File: src/hdl/ets_pkg.sv
// ets_pkg: token kinds, scan phases, result structs and character class functions
// for the expression token scanner; no dependencies
`timescale 1ns / 1ps

package ets_pkg;

    typedef enum logic [3:0] {
        K_WHITE   = 4'd0,
        K_LPAREN  = 4'd1,
        K_RPAREN  = 4'd2,
        K_COMMA   = 4'd3,
        K_MINUS   = 4'd4,
        K_PLUS    = 4'd5,
        K_STAR    = 4'd6,
        K_SLASH   = 4'd7,
        K_CARET   = 4'd8,
        K_DECIMAL = 4'd9,
        K_INTEGER = 4'd10,
        K_IDENT   = 4'd11,
        K_ERROR   = 4'd12,
        K_END     = 4'd13
    } kind_t;

    typedef enum logic [3:0] {
        PH_IDLE    = 4'd0,
        PH_WHITE   = 4'd1,
        PH_IDENT   = 4'd2,
        PH_INT     = 4'd3,
        PH_INTDOT  = 4'd4,
        PH_DOT     = 4'd5,
        PH_FRAC    = 4'd6,
        PH_EXP     = 4'd7,
        PH_EXPSIGN = 4'd8,
        PH_EXPDIG  = 4'd9
    } phase_t;

    localparam int LenW       = 10;
    localparam int LenMax     = 1023;
    localparam int MaxResults = 3;
    localparam int QueueDepth = 8;
    localparam int QueuePtrW  = 3;
    localparam int QueueCntW  = 4;

    localparam logic [7:0] ChrDot   = 8'h2E;
    localparam logic [7:0] ChrUnder = 8'h5F;
    localparam logic [7:0] ChrCaret = 8'h5E;
    localparam logic [7:0] ChrComma = 8'h2C;
    localparam logic [7:0] ChrLowE  = 8'h65;
    localparam logic [7:0] ChrUpE   = 8'h45;
    localparam logic [7:0] ChrPlus  = 8'h2B;
    localparam logic [7:0] ChrMinus = 8'h2D;
    localparam logic [7:0] ChrStar  = 8'h2A;
    localparam logic [7:0] ChrSlash = 8'h2F;
    localparam logic [7:0] ChrLpar  = 8'h28;
    localparam logic [7:0] ChrRpar  = 8'h29;
    localparam logic [7:0] ChrSpace = 8'h20;
    localparam logic [7:0] ChrTab   = 8'h09;
    localparam logic [7:0] ChrNl    = 8'h0A;

    typedef struct packed {
        kind_t            kind;
        logic [LenW-1:0]  length;
        logic             last;
    } token_t;

    typedef struct packed {
        logic [1:0]   count;
        token_t [2:0] tok;
    } scan_result_t;

    function automatic logic digit_code(input logic [7:0] c);
        return (c >= 8'h30) && (c <= 8'h39);
    endfunction

    function automatic logic letter_code(input logic [7:0] c);
        return ((c >= 8'h61) && (c <= 8'h7A)) || ((c >= 8'h41) && (c <= 8'h5A));
    endfunction

    function automatic logic blank_code(input logic [7:0] c);
        return (c == ChrSpace) || (c == ChrTab) || (c == ChrNl);
    endfunction

    function automatic logic is_exp(input logic [7:0] c);
        return (c == ChrLowE) || (c == ChrUpE);
    endfunction

    function automatic phase_t extend_phase(input phase_t ph, input logic [7:0] c);
        phase_t nx;
        nx = PH_IDLE;
        unique case (ph)
            PH_WHITE:   nx = blank_code(c) ? PH_WHITE : PH_IDLE;
            PH_IDENT:
                nx = (letter_code(c) || digit_code(c) || c == ChrUnder)
                     ? PH_IDENT : PH_IDLE;
            PH_INT:
            begin
                if (digit_code(c))    nx = PH_INT;
                else if (c == ChrDot) nx = PH_INTDOT;
                else if (is_exp(c))   nx = PH_EXP;
            end
            PH_INTDOT, PH_FRAC:
            begin
                if (digit_code(c))  nx = PH_FRAC;
                else if (is_exp(c)) nx = PH_EXP;
            end
            PH_DOT:     nx = digit_code(c) ? PH_FRAC : PH_IDLE;
            PH_EXP:
            begin
                if (c == ChrPlus || c == ChrMinus) nx = PH_EXPSIGN;
                else if (digit_code(c))            nx = PH_EXPDIG;
            end
            PH_EXPSIGN, PH_EXPDIG: nx = digit_code(c) ? PH_EXPDIG : PH_IDLE;
            default:    nx = PH_IDLE;
        endcase
        return nx;
    endfunction

    function automatic phase_t start_phase(input logic [7:0] c);
        phase_t st;
        priority if (blank_code(c)) st = PH_WHITE;
        else if (letter_code(c))    st = PH_IDENT;
        else if (digit_code(c))     st = PH_INT;
        else if (c == ChrDot)       st = PH_DOT;
        else                        st = PH_IDLE;
        return st;
    endfunction

    function automatic kind_t single_kind(input logic [7:0] c);
        kind_t k;
        unique case (c)
            ChrLpar:  k = K_LPAREN;
            ChrRpar:  k = K_RPAREN;
            ChrComma: k = K_COMMA;
            ChrMinus: k = K_MINUS;
            ChrPlus:  k = K_PLUS;
            ChrStar:  k = K_STAR;
            ChrSlash: k = K_SLASH;
            ChrCaret: k = K_CARET;
            default:  k = K_ERROR;
        endcase
        return k;
    endfunction

    function automatic kind_t close_kind(input phase_t ph);
        kind_t k;
        unique case (ph)
            PH_WHITE:                  k = K_WHITE;
            PH_IDENT:                  k = K_IDENT;
            PH_INT:                    k = K_INTEGER;
            PH_INTDOT, PH_FRAC, PH_EXPDIG: k = K_DECIMAL;
            default:                   k = K_ERROR;
        endcase
        return k;
    endfunction

endpackage

File: src/hdl/ets_channels.sv
// ets_char_if and ets_token_if: valid/ready channels of the expression token scanner
// no dependencies
`timescale 1ns / 1ps

interface ets_char_if;
    logic       valid;
    logic       ready;
    logic [7:0] char_code;
    logic       end_of_text;

    modport source (output valid, output char_code, output end_of_text, input ready);
    modport sink (input valid, input char_code, input end_of_text, output ready);
endinterface

interface ets_token_if;
    logic       valid;
    logic       ready;
    logic [3:0] token_kind;
    logic [9:0] token_length;
    logic       last_of_run;

    modport source (output valid, output token_kind, output token_length,
                    output last_of_run, input ready);
    modport sink (input valid, input token_kind, input token_length,
                  input last_of_run, output ready);
endinterface

File: src/hdl/ets_scan_core.sv
// ets_scan_core: scanner phase and open length registers, with the single-pass
// token logic for one character; depends on ets_pkg
`timescale 1ns / 1ps

module ets_scan_core
    import ets_pkg::*;
#(
    parameter logic [LenW-1:0] LEN_CAP = 10'd1023
)
(
    input  logic         clk,
    input  logic         rst_n,
    input  logic         step,
    input  logic [7:0]   char_code,
    input  logic         end_of_text,
    output scan_result_t result
);

    phase_t          phase_reg;
    phase_t          phase_next;
    logic [LenW-1:0] length_reg;
    logic [LenW-1:0] length_next;

    always_comb
    begin
        phase_t          ph;
        phase_t          nx;
        phase_t          st;
        logic [LenW-1:0] len;
        logic [1:0]      n;
        logic            taken;
        scan_result_t    r;

        r     = '0;
        n     = 2'd0;
        taken = 1'b0;
        nx    = PH_IDLE;
        st    = PH_IDLE;
        len   = length_reg;
        unique case (phase_reg)
            PH_WHITE, PH_IDENT, PH_INT, PH_INTDOT, PH_DOT, PH_FRAC,
            PH_EXP, PH_EXPSIGN, PH_EXPDIG: ph = phase_reg;
            default:                       ph = PH_IDLE;
        endcase

        if (ph != PH_IDLE)
        begin
            nx = extend_phase(ph, char_code);
            if (nx != PH_IDLE)
            begin
                ph    = nx;
                len   = (len < LEN_CAP) ? len + 10'd1 : len;
                taken = 1'b1;
            end
            else
            begin
                r.tok[n].kind   = close_kind(ph);
                r.tok[n].length = len;
                n               = n + 2'd1;
                ph              = PH_IDLE;
                len             = '0;
            end
        end

        if (!taken)
        begin
            st = start_phase(char_code);
            if (st != PH_IDLE)
            begin
                ph  = st;
                len = 10'd1;
            end
            else
            begin
                r.tok[n].kind   = single_kind(char_code);
                r.tok[n].length = 10'd1;
                n               = n + 2'd1;
            end
        end

        if (end_of_text)
        begin
            if (ph != PH_IDLE)
            begin
                r.tok[n].kind   = close_kind(ph);
                r.tok[n].length = len;
                n               = n + 2'd1;
            end
            r.tok[n].kind   = K_END;
            r.tok[n].length = '0;
            n               = n + 2'd1;
            ph              = PH_IDLE;
            len             = '0;
        end

        if (n != 2'd0)
        begin
            r.tok[n - 2'd1].last = 1'b1;
        end
        r.count     = n;
        result      = r;
        phase_next  = ph;
        length_next = len;
    end

    always_ff @(posedge clk or negedge rst_n)
    begin
        if (!rst_n)
        begin
            phase_reg  <= PH_IDLE;
            length_reg <= '0;
        end
        else if (step)
        begin
            phase_reg  <= phase_next;
            length_reg <= length_next;
        end
    end

    a_eot_idle: assert property (@(posedge clk) disable iff (!rst_n)
        step && end_of_text |=> phase_reg == PH_IDLE && length_reg == '0)
        else $error("phase not idle after end of text");

    a_eot_end_token: assert property (@(posedge clk) disable iff (!rst_n)
        step && end_of_text |-> result.count != 2'd0
            && result.tok[result.count - 2'd1].kind == K_END)
        else $error("end of text without end token");

    a_len_phase: assert property (@(posedge clk) disable iff (!rst_n)
        (phase_reg != PH_IDLE) == (length_reg != '0))
        else $error("open length disagrees with phase");

endmodule

File: src/hdl/ets_token_queue.sv
// ets_token_queue: result queue that takes up to three tokens per cycle and
// delivers one per transaction; depends on ets_pkg and ets_channels
`timescale 1ns / 1ps

module ets_token_queue
    import ets_pkg::*;
(
    input  logic         clk,
    input  logic         rst_n,
    input  scan_result_t push,
    output logic         room,
    ets_token_if.source  token_out
);

    token_t                entry_reg [QueueDepth];
    logic [QueuePtrW-1:0]  wr_ptr_reg;
    logic [QueuePtrW-1:0]  wr_ptr_next;
    logic [QueuePtrW-1:0]  rd_ptr_reg;
    logic [QueuePtrW-1:0]  rd_ptr_next;
    logic [QueueCntW-1:0]  count_reg;
    logic [QueueCntW-1:0]  count_next;
    logic [QueueCntW-1:0]  free_slots;
    logic                  pop;

    assign free_slots = QueueCntW'(QueueDepth) - count_reg;
    assign room       = free_slots >= QueueCntW'(MaxResults);
    assign pop        = token_out.valid && token_out.ready;

    assign token_out.valid        = count_reg != '0;
    assign token_out.token_kind   = entry_reg[rd_ptr_reg].kind;
    assign token_out.token_length = entry_reg[rd_ptr_reg].length;
    assign token_out.last_of_run  = entry_reg[rd_ptr_reg].last;

    assign wr_ptr_next = wr_ptr_reg + QueuePtrW'(push.count);
    assign rd_ptr_next = rd_ptr_reg + QueuePtrW'(pop);
    assign count_next  = count_reg + QueueCntW'(push.count) - QueueCntW'(pop);

    always_ff @(posedge clk)
    begin
        for (int i = 0; i < MaxResults; i++)
        begin
            if (2'(i) < push.count)
            begin
                entry_reg[wr_ptr_reg + QueuePtrW'(i)] <= push.tok[i];
            end
        end
    end

    always_ff @(posedge clk or negedge rst_n)
    begin
        if (!rst_n)
        begin
            wr_ptr_reg <= '0;
            rd_ptr_reg <= '0;
            count_reg  <= '0;
        end
        else
        begin
            wr_ptr_reg <= wr_ptr_next;
            rd_ptr_reg <= rd_ptr_next;
            count_reg  <= count_next;
        end
    end

    a_push_fits: assert property (@(posedge clk) disable iff (!rst_n)
        QueueCntW'(push.count) <= free_slots + QueueCntW'(pop))
        else $error("token queue overrun");

    a_count_bound: assert property (@(posedge clk) disable iff (!rst_n)
        count_reg <= QueueCntW'(QueueDepth))
        else $error("token queue count out of range");

    a_pop_only: assert property (@(posedge clk) disable iff (!rst_n)
        pop && push.count == 2'd0 |=> count_reg == $past(count_reg) - 4'd1)
        else $error("token queue count did not drop on pop");

endmodule

File: src/hdl/expression_token_scanner_unit.sv
// expression_token_scanner_unit: streaming lexer for arithmetic expression text
// depends on ets_pkg, ets_channels, ets_scan_core and ets_token_queue
//
// char_in carries one ASCII character per transaction with an end_of_text flag.
// token_out carries the closed tokens: kind, length and a last_of_run flag on the
// final token caused by one character. A character gives zero to three tokens.
// The character lands in an input register; once the queue has room the scan logic
// classifies it against the held phase and open length and writes its tokens
// into an eight-entry queue. A token is offered from the queue after passing
// through the input register and the queue register, and leaves on a handshake.
// One character is taken every cycle while the queue has room for
// three more tokens; a character that gives three tokens still delivers them
// one per transaction, so a long run of those paces input to the output rate.
// When token_out stalls the queue fills and char_in.ready drops once fewer than
// three entries are free; nothing is lost. Reset empties the queue and input
// register and returns the scanner to idle with no token open. After end of
// text the scanner is idle and the next character starts a new text.
`timescale 1ns / 1ps

module expression_token_scanner_unit
    import ets_pkg::*;
#(
    parameter int MAX_TOKEN_LEN = 1023
)
(
    input  logic        clk,
    input  logic        rst_n,
    ets_char_if.sink    char_in,
    ets_token_if.source token_out
);

    localparam logic [LenW-1:0] LenCap =
        LenW'((MAX_TOKEN_LEN < LenMax) ? MAX_TOKEN_LEN : LenMax);

    logic         in_valid_reg;
    logic [7:0]   char_reg;
    logic         eot_reg;
    logic         room;
    logic         step;
    logic         take;
    scan_result_t scan_result;
    scan_result_t push;

    assign step          = in_valid_reg && room;
    assign char_in.ready = !in_valid_reg || step;
    assign take          = char_in.valid && char_in.ready;

    always_comb
    begin
        push = scan_result;
        if (!step)
        begin
            push.count = 2'd0;
        end
    end

    always_ff @(posedge clk or negedge rst_n)
    begin
        if (!rst_n)
        begin
            in_valid_reg <= 1'b0;
        end
        else if (take)
        begin
            in_valid_reg <= 1'b1;
        end
        else if (step)
        begin
            in_valid_reg <= 1'b0;
        end
    end

    always_ff @(posedge clk)
    begin
        if (take)
        begin
            char_reg <= char_in.char_code;
            eot_reg  <= char_in.end_of_text;
        end
    end

    ets_scan_core #(
        .LEN_CAP (LenCap)
    ) u_core (
        .clk         (clk),
        .rst_n       (rst_n),
        .step        (step),
        .char_code   (char_reg),
        .end_of_text (eot_reg),
        .result      (scan_result)
    );

    ets_token_queue u_queue (
        .clk       (clk),
        .rst_n     (rst_n),
        .push      (push),
        .room      (room),
        .token_out (token_out)
    );

endmodule
File: src/flat_wrapper.sv
// flat-port wrapper written by rule: the top's interface ports become plain ports
module expression_token_scanner_unit_flat import ets_pkg::*;
#(
    parameter int MAX_TOKEN_LEN = 1023
)
  (clk, rst_n, char_in_valid, char_in_char_code, char_in_end_of_text, char_in_ready, token_out_valid, token_out_token_kind, token_out_token_length, token_out_last_of_run, token_out_ready);
  ets_char_if char_in_i ();
  ets_token_if token_out_i ();
  input  logic clk;
  input  logic rst_n;
  input wire logic [$bits(char_in_i.valid)-1:0] char_in_valid;
  input wire logic [$bits(char_in_i.char_code)-1:0] char_in_char_code;
  input wire logic [$bits(char_in_i.end_of_text)-1:0] char_in_end_of_text;
  output wire logic [$bits(char_in_i.ready)-1:0] char_in_ready;
  output wire logic [$bits(token_out_i.valid)-1:0] token_out_valid;
  output wire logic [$bits(token_out_i.token_kind)-1:0] token_out_token_kind;
  output wire logic [$bits(token_out_i.token_length)-1:0] token_out_token_length;
  output wire logic [$bits(token_out_i.last_of_run)-1:0] token_out_last_of_run;
  input wire logic [$bits(token_out_i.ready)-1:0] token_out_ready;
  assign char_in_i.valid = char_in_valid;
  assign char_in_i.char_code = char_in_char_code;
  assign char_in_i.end_of_text = char_in_end_of_text;
  assign char_in_ready = char_in_i.ready;
  assign token_out_valid = token_out_i.valid;
  assign token_out_token_kind = token_out_i.token_kind;
  assign token_out_token_length = token_out_i.token_length;
  assign token_out_last_of_run = token_out_i.last_of_run;
  assign token_out_i.ready = token_out_ready;
  expression_token_scanner_unit #(.MAX_TOKEN_LEN(MAX_TOKEN_LEN)) u_core (.clk(clk), .rst_n(rst_n), .char_in(char_in_i), .token_out(token_out_i));
endmodule
File: config.mk
export PLATFORM = sky130hd
export DESIGN_NAME = expression_token_scanner_unit_flat
export DESIGN_NICKNAME = d
export VERILOG_FILES = /design/src/hdl/ets_pkg.sv /design/src/hdl/ets_channels.sv /design/src/hdl/ets_scan_core.sv /design/src/hdl/ets_token_queue.sv /design/src/hdl/expression_token_scanner_unit.sv /design/src/flat_wrapper.sv
export SDC_FILE = /design/constraint.sdc
export NUM_CORES = 1
export LEC_CHECK = 0
export BUFFER_PORTS_ARGS = -buffer_cell sky130_fd_sc_hd__buf_4
export CAP_MARGIN = 5
export CORE_MARGIN = 2
export CORE_UTILIZATION = 49
export CTS_CLUSTER_DIAMETER = 80
export DETAILED_ROUTE_END_ITERATION = 8
export GPL_ROUTABILITY_DRIVEN = 0
export PLACE_DENSITY = 0.65
export REMOVE_ABC_BUFFERS = 1
export SYNTH_ARGS = -nofsm -noshare
export SYNTH_HDL_FRONTEND = slang
export SYNTH_SLANG_ARGS = --single-unit
File: constraint.sdc
create_clock -name clk -period 7.44 [get_ports clk]
set_input_delay 0.744 -clock clk [delete_from_list [all_inputs] [get_ports clk]]
set_output_delay 0.744 -clock clk [all_outputs]
set_load 0.01 [all_outputs]
==> impl_summary.md <==
Cells and area
The top cell types in the final layout, fill and taps aside, are 129 x sky130_fd_sc_hd__edfxtp_1, 107 x sky130_fd_sc_hd__nor2_1, 76 x sky130_fd_sc_hd__nand2_1. The design area is 10300 um2. The number of flip-flops under the largest register name is 120. In the final layout, the share of cells above drive strength 1 is 20.3%. Relative to the synthesized area, the layout overhead comes to 11.0%. The fraction of the core area covered by cells at the end of the flow is 55.2%. The number of antenna diodes in the final layout is 0. The library cell used most frequently in the layout, excluding fill and tap cells, is sky130_fd_sc_hd__edfxtp_1. The final cell count without fillers is 1095.

The layout has 1562 filler cells. The number of nets in the final layout is 878.

Global routing
Across every metal layer, demand over resource in global routing totals 26.6%. The largest net degree at the start of global routing is 30. The first-pass GRT wire length is 40400 um. The number of global-route vias before repair is 7044. Global routing finished with a remaining overflow of 0. The number of antenna violations at the first check in global routing was 0.

Yosys
Sorting the synthesized cells by area gives the leading types as sky130_fd_sc_hd__edfxtp_1 42%, sky130_fd_sc_hd__mux4_2 7.3%, sky130_fd_sc_hd__dfrtp_1 6.8%. The number of synthesized register bits is 154. The library cell with the largest summed area after synthesis is sky130_fd_sc_hd__edfxtp_1.

The top flip-flop cell by instance count after synthesis is sky130_fd_sc_hd__edfxtp_1. The part of the Yosys area used for sequential elements is 48.7%. The share of synthesized registers carrying an async set or reset is 16.2%.

The multiplexer share of the synthesized area is 10.3%. During synthesis, Yosys emitted a total of 0 warnings. Each instance of the synthesized netlist takes up on average 11.1 um2. In this run, synthesis inferred 129 flip-flops with an integrated enable. Summing the areas of all compound-gate instances in the mapped netlist gives 14.0% of the synthesized area. The basic-gate share of the synthesized area counting and, or, nand and nor cells is 19.7%. The share of synthesized cell area in full adder, half adder and majority cells is 2.47%. The xor and xnor fraction of the mapped netlist area is 1.04%. The main combinational cell family by area after synthesis is simple AND/OR/NAND/NOR gates.

The cell count after synthesis came out at 829. After synthesis the cells add up to 9240 um2. The area share of the leading cell type in the synthesized netlist is 41.9%.

The number of library cell types mapped by synthesis is 92.

Power and ir drop
The static power due to leakage is 3.78 nW. The power density of the placed cells is 435 nW/um2. The maximum vdd ir drop is 0.204 mV.

Floorplanning
For this configuration, the core starts out at a cell density of 49.7%. The total area inside the core boundary comes to 18600 um2. From left edge to right edge, the die measures 141 um. The row count is 50.

The number of top-level pins is 30. The floorplan step defined a die boundary enclosing 20000 um2. In this run the vertical extent of the chip is 141 um.

Job
Across the run, the number of max-cap violations was 0.

Setup path
The worst register-to-register path has a depth of 22. The peak fanout along the critical path is 19. The reg-to-reg critical path endpoint is u_core.u_queue.entry_reg[2][12]. The nature of the critical path endpoint is a flip-flop. Together, buffers and inverters on the worst path number 5. The required arrival time at the worst endpoint is 7620 ps. The signal on the critical path passes through nand4bb_1 -> a2111o_1 -> a21oi_1 -> o21a_1 -> nor3_2 -> buf_4 -> nand2_2 -> clkinv_1 -> ha_1 -> nand3_2 -> or2_1 -> xnor2_1 -> nand2_1 -> inv_1 -> ha_1 -> nand2_1 -> nor2_1 -> a21oi_2 -> inv_1 -> o21ai_0 -> o21ai_1 -> buf_4.

The most critical setup path has its startpoint at u_core.u_core.phase_reg[3]. The startpoint type of the worst setup path is a flip-flop. The startpoint identified for the worst register-to-register timing path is u_core.u_core.phase_reg[3].

The flop-to-flop setup slack is 680 ps. The slowest library cell on the worst path is sky130_fd_sc_hd__a21oi_2. The number of cells on the critical path is 22. The capturing element of the worst setup path is u_core.u_queue.entry_reg[2][12]. The startpoint-to-endpoint class of the critical path is reg -> reg. The worst stage delay on the critical path is 650 ps. The endpoint arrival time on the critical path is 6930 ps. The gate family responsible for the most delay along the worst path is compound AO/OA/AOI/OAI gates.

Timing
The total negative slack for setup checks is 0 ps. The final setup violation count is 0. Across all setup checks in the final design, the least slack found is 682 ps. Subtracting the final worst setup slack from the clock period gives 6760 ps. Derived from the worst setup path, the maximum achievable clock frequency is 148 MHz. Setup repair after global routing left no endpoint under its margin. The count of endpoints failing hold in the final timing report is 0. The worst pin sits at a relative slew slack of 33.3%. At the pin with the least slew margin, the transition time is 1000 ps. The final number of max-transition violations was 0. The final critical path takes up 90.8% of the cycle. Between clock sinks in the finished design, the worst skew comes to 13.3 ps.

CTS
The H-tree depth reported by CTS is 4. The count of hold-fix buffers inserted at cts is 0. The number of sinks on the clock net is 154.

The post-cts resize count is 0. TritonCTS built the clock tree. The number of setup buffers added after CTS is 0. The cell sitting at the root of the clock tree is a sky130_fd_sc_hd__clkbuf_16. After clock tree synthesis, the clock-pin slew on the worst setup and hold paths is 70 ps. No sink is reached through more buffers than the 2 on the longest clock path. The later pin in the worst-skew pair is clocked with a latency of 440 ps. The number of buffers added by the clock tree synthesis step is 17.

Drt
The first detailed-routing pass ran for 5 iterations. In the routed design, unresolved DRC markers number 0. After the first detailed-routing iteration, the DRC count stood at 773. The residual antenna-violating net count after detailed routing is 0. The routed length per instance is 23.4 um. The via density per instance is 6.49.

The overall via count from detail_route is 7110. The final layout contains routed wiring with a total length of 25600 um.

Place
The post-place instance area is 9630 um2. At the placement stage, the worst setup path has a slack of 639 ps. The number of port buffers is 29.

Detailed placement finished with a half-perimeter wire length of 18200 um. The number of placed cells counting well taps is 1063.

Hold path
The tightest min-delay check is of the in -> async type.

Run status
The flow ran to the end, and the final reports show no timing, DRC or antenna violations.
## synthesized netlist by cell type (8+ instances only)
cell / count
sky130_fd_sc_hd__edfxtp_1: 129
sky130_fd_sc_hd__nor2_1: 107
sky130_fd_sc_hd__nand2_1: 76
sky130_fd_sc_hd__a21oi_1: 32
sky130_fd_sc_hd__o21ai_0: 31
sky130_fd_sc_hd__mux4_2: 30
sky130_fd_sc_hd__dfrtp_1: 25
sky130_fd_sc_hd__nand3_1: 23
sky130_fd_sc_hd__inv_1: 20
sky130_fd_sc_hd__clkbuf_1: 18
sky130_fd_sc_hd__ha_1: 15
sky130_fd_sc_hd__mux2_2: 15
sky130_fd_sc_hd__nand2b_1: 15
sky130_fd_sc_hd__nor3_1: 14
sky130_fd_sc_hd__or3_1: 13
sky130_fd_sc_hd__and2_1: 12
sky130_fd_sc_hd__buf_2: 12
sky130_fd_sc_hd__mux2i_1: 11
sky130_fd_sc_hd__o21ai_1: 11
sky130_fd_sc_hd__and3_1: 10
sky130_fd_sc_hd__a21o_1: 8
sky130_fd_sc_hd__a31oi_1: 8
sky130_fd_sc_hd__buf_4: 8
sky130_fd_sc_hd__o31ai_1: 8
sky130_fd_sc_hd__o41ai_1: 8
## power by group
| part | total [W] | internal [W] | switching [W] |
|---|---|---|---|
| clock | 0.000911 | 0.000514 | 0.000397 |
| sequential | 0.00147 | 0.00130 | 0.000177 |
| combinational | 0.00208 | 0.000802 | 0.00127 |
| total | 0.00446 | 0.00261 | 0.00185 |
## layer usage
layer / vias to the layer above / GRT usage, % / share of wire (%)
met1: 3454 / 35.9 / 41
met2: 386 / 43.3 / 48
met4: 0 / 10.4 / 3.6
met5: - / 0 / 0
li1: 3196 / - / -
met3: 74 / 4.62 / 7.4
## worst min path at each step
stage                                        to  slack (ps)                         from
finish               u_core.u_core.phase_reg[3]         200                        rst_n
global route        u_core.u_core.length_reg[7]         230                        rst_n
CTS                  u_core.u_core.phase_reg[3]         220                        rst_n
detailed placement  u_core.u_core.length_reg[2]         530  u_core.u_core.length_reg[2]
global placement    u_core.u_queue.count_reg[0]         520  u_core.u_queue.count_reg[0]
floorplan                   u_core.in_valid_reg         450                        rst_n
## per-stage QoR
step / hold slack (ps) / total power (W)
after floorplan: 448 / 0.00276
after global placement: 522 / 0.00347
after detailed placement: 533 / 0.00354
after CTS: 221 / 0.00445
after global routing: 226 / 0.00469
final: 202 / 0.00446
## cell type report
cell class / count / area, um2 / area share [%]
sequential: 154 / 4500 / 43.9
multi-input combinational: 605 / 4400 / 42.9
clock buffer: 17 / 425 / 4.15
timing repair buffer: 48 / 360 / 3.51
tap: 234 / 293 / 2.86
clock inverter: 15 / 196 / 1.92
inverter: 22 / 82.6 / 0.805
## cells by family (layout without fill, tap and decap cells)
kind of cell | after synthesis | count (layout)
AND/OR/NAND/NOR | 340 | 340
AO/OA/AOI/OAI | 181 | 181
flip-flops | 154 | 154
buffers and inverters | 70 | 102
multiplexers | 56 | 56
adder cells (fa/ha/maj) | 17 | 17
XOR/XNOR | 11 | 11
Power figures use the tool's default switching activity.
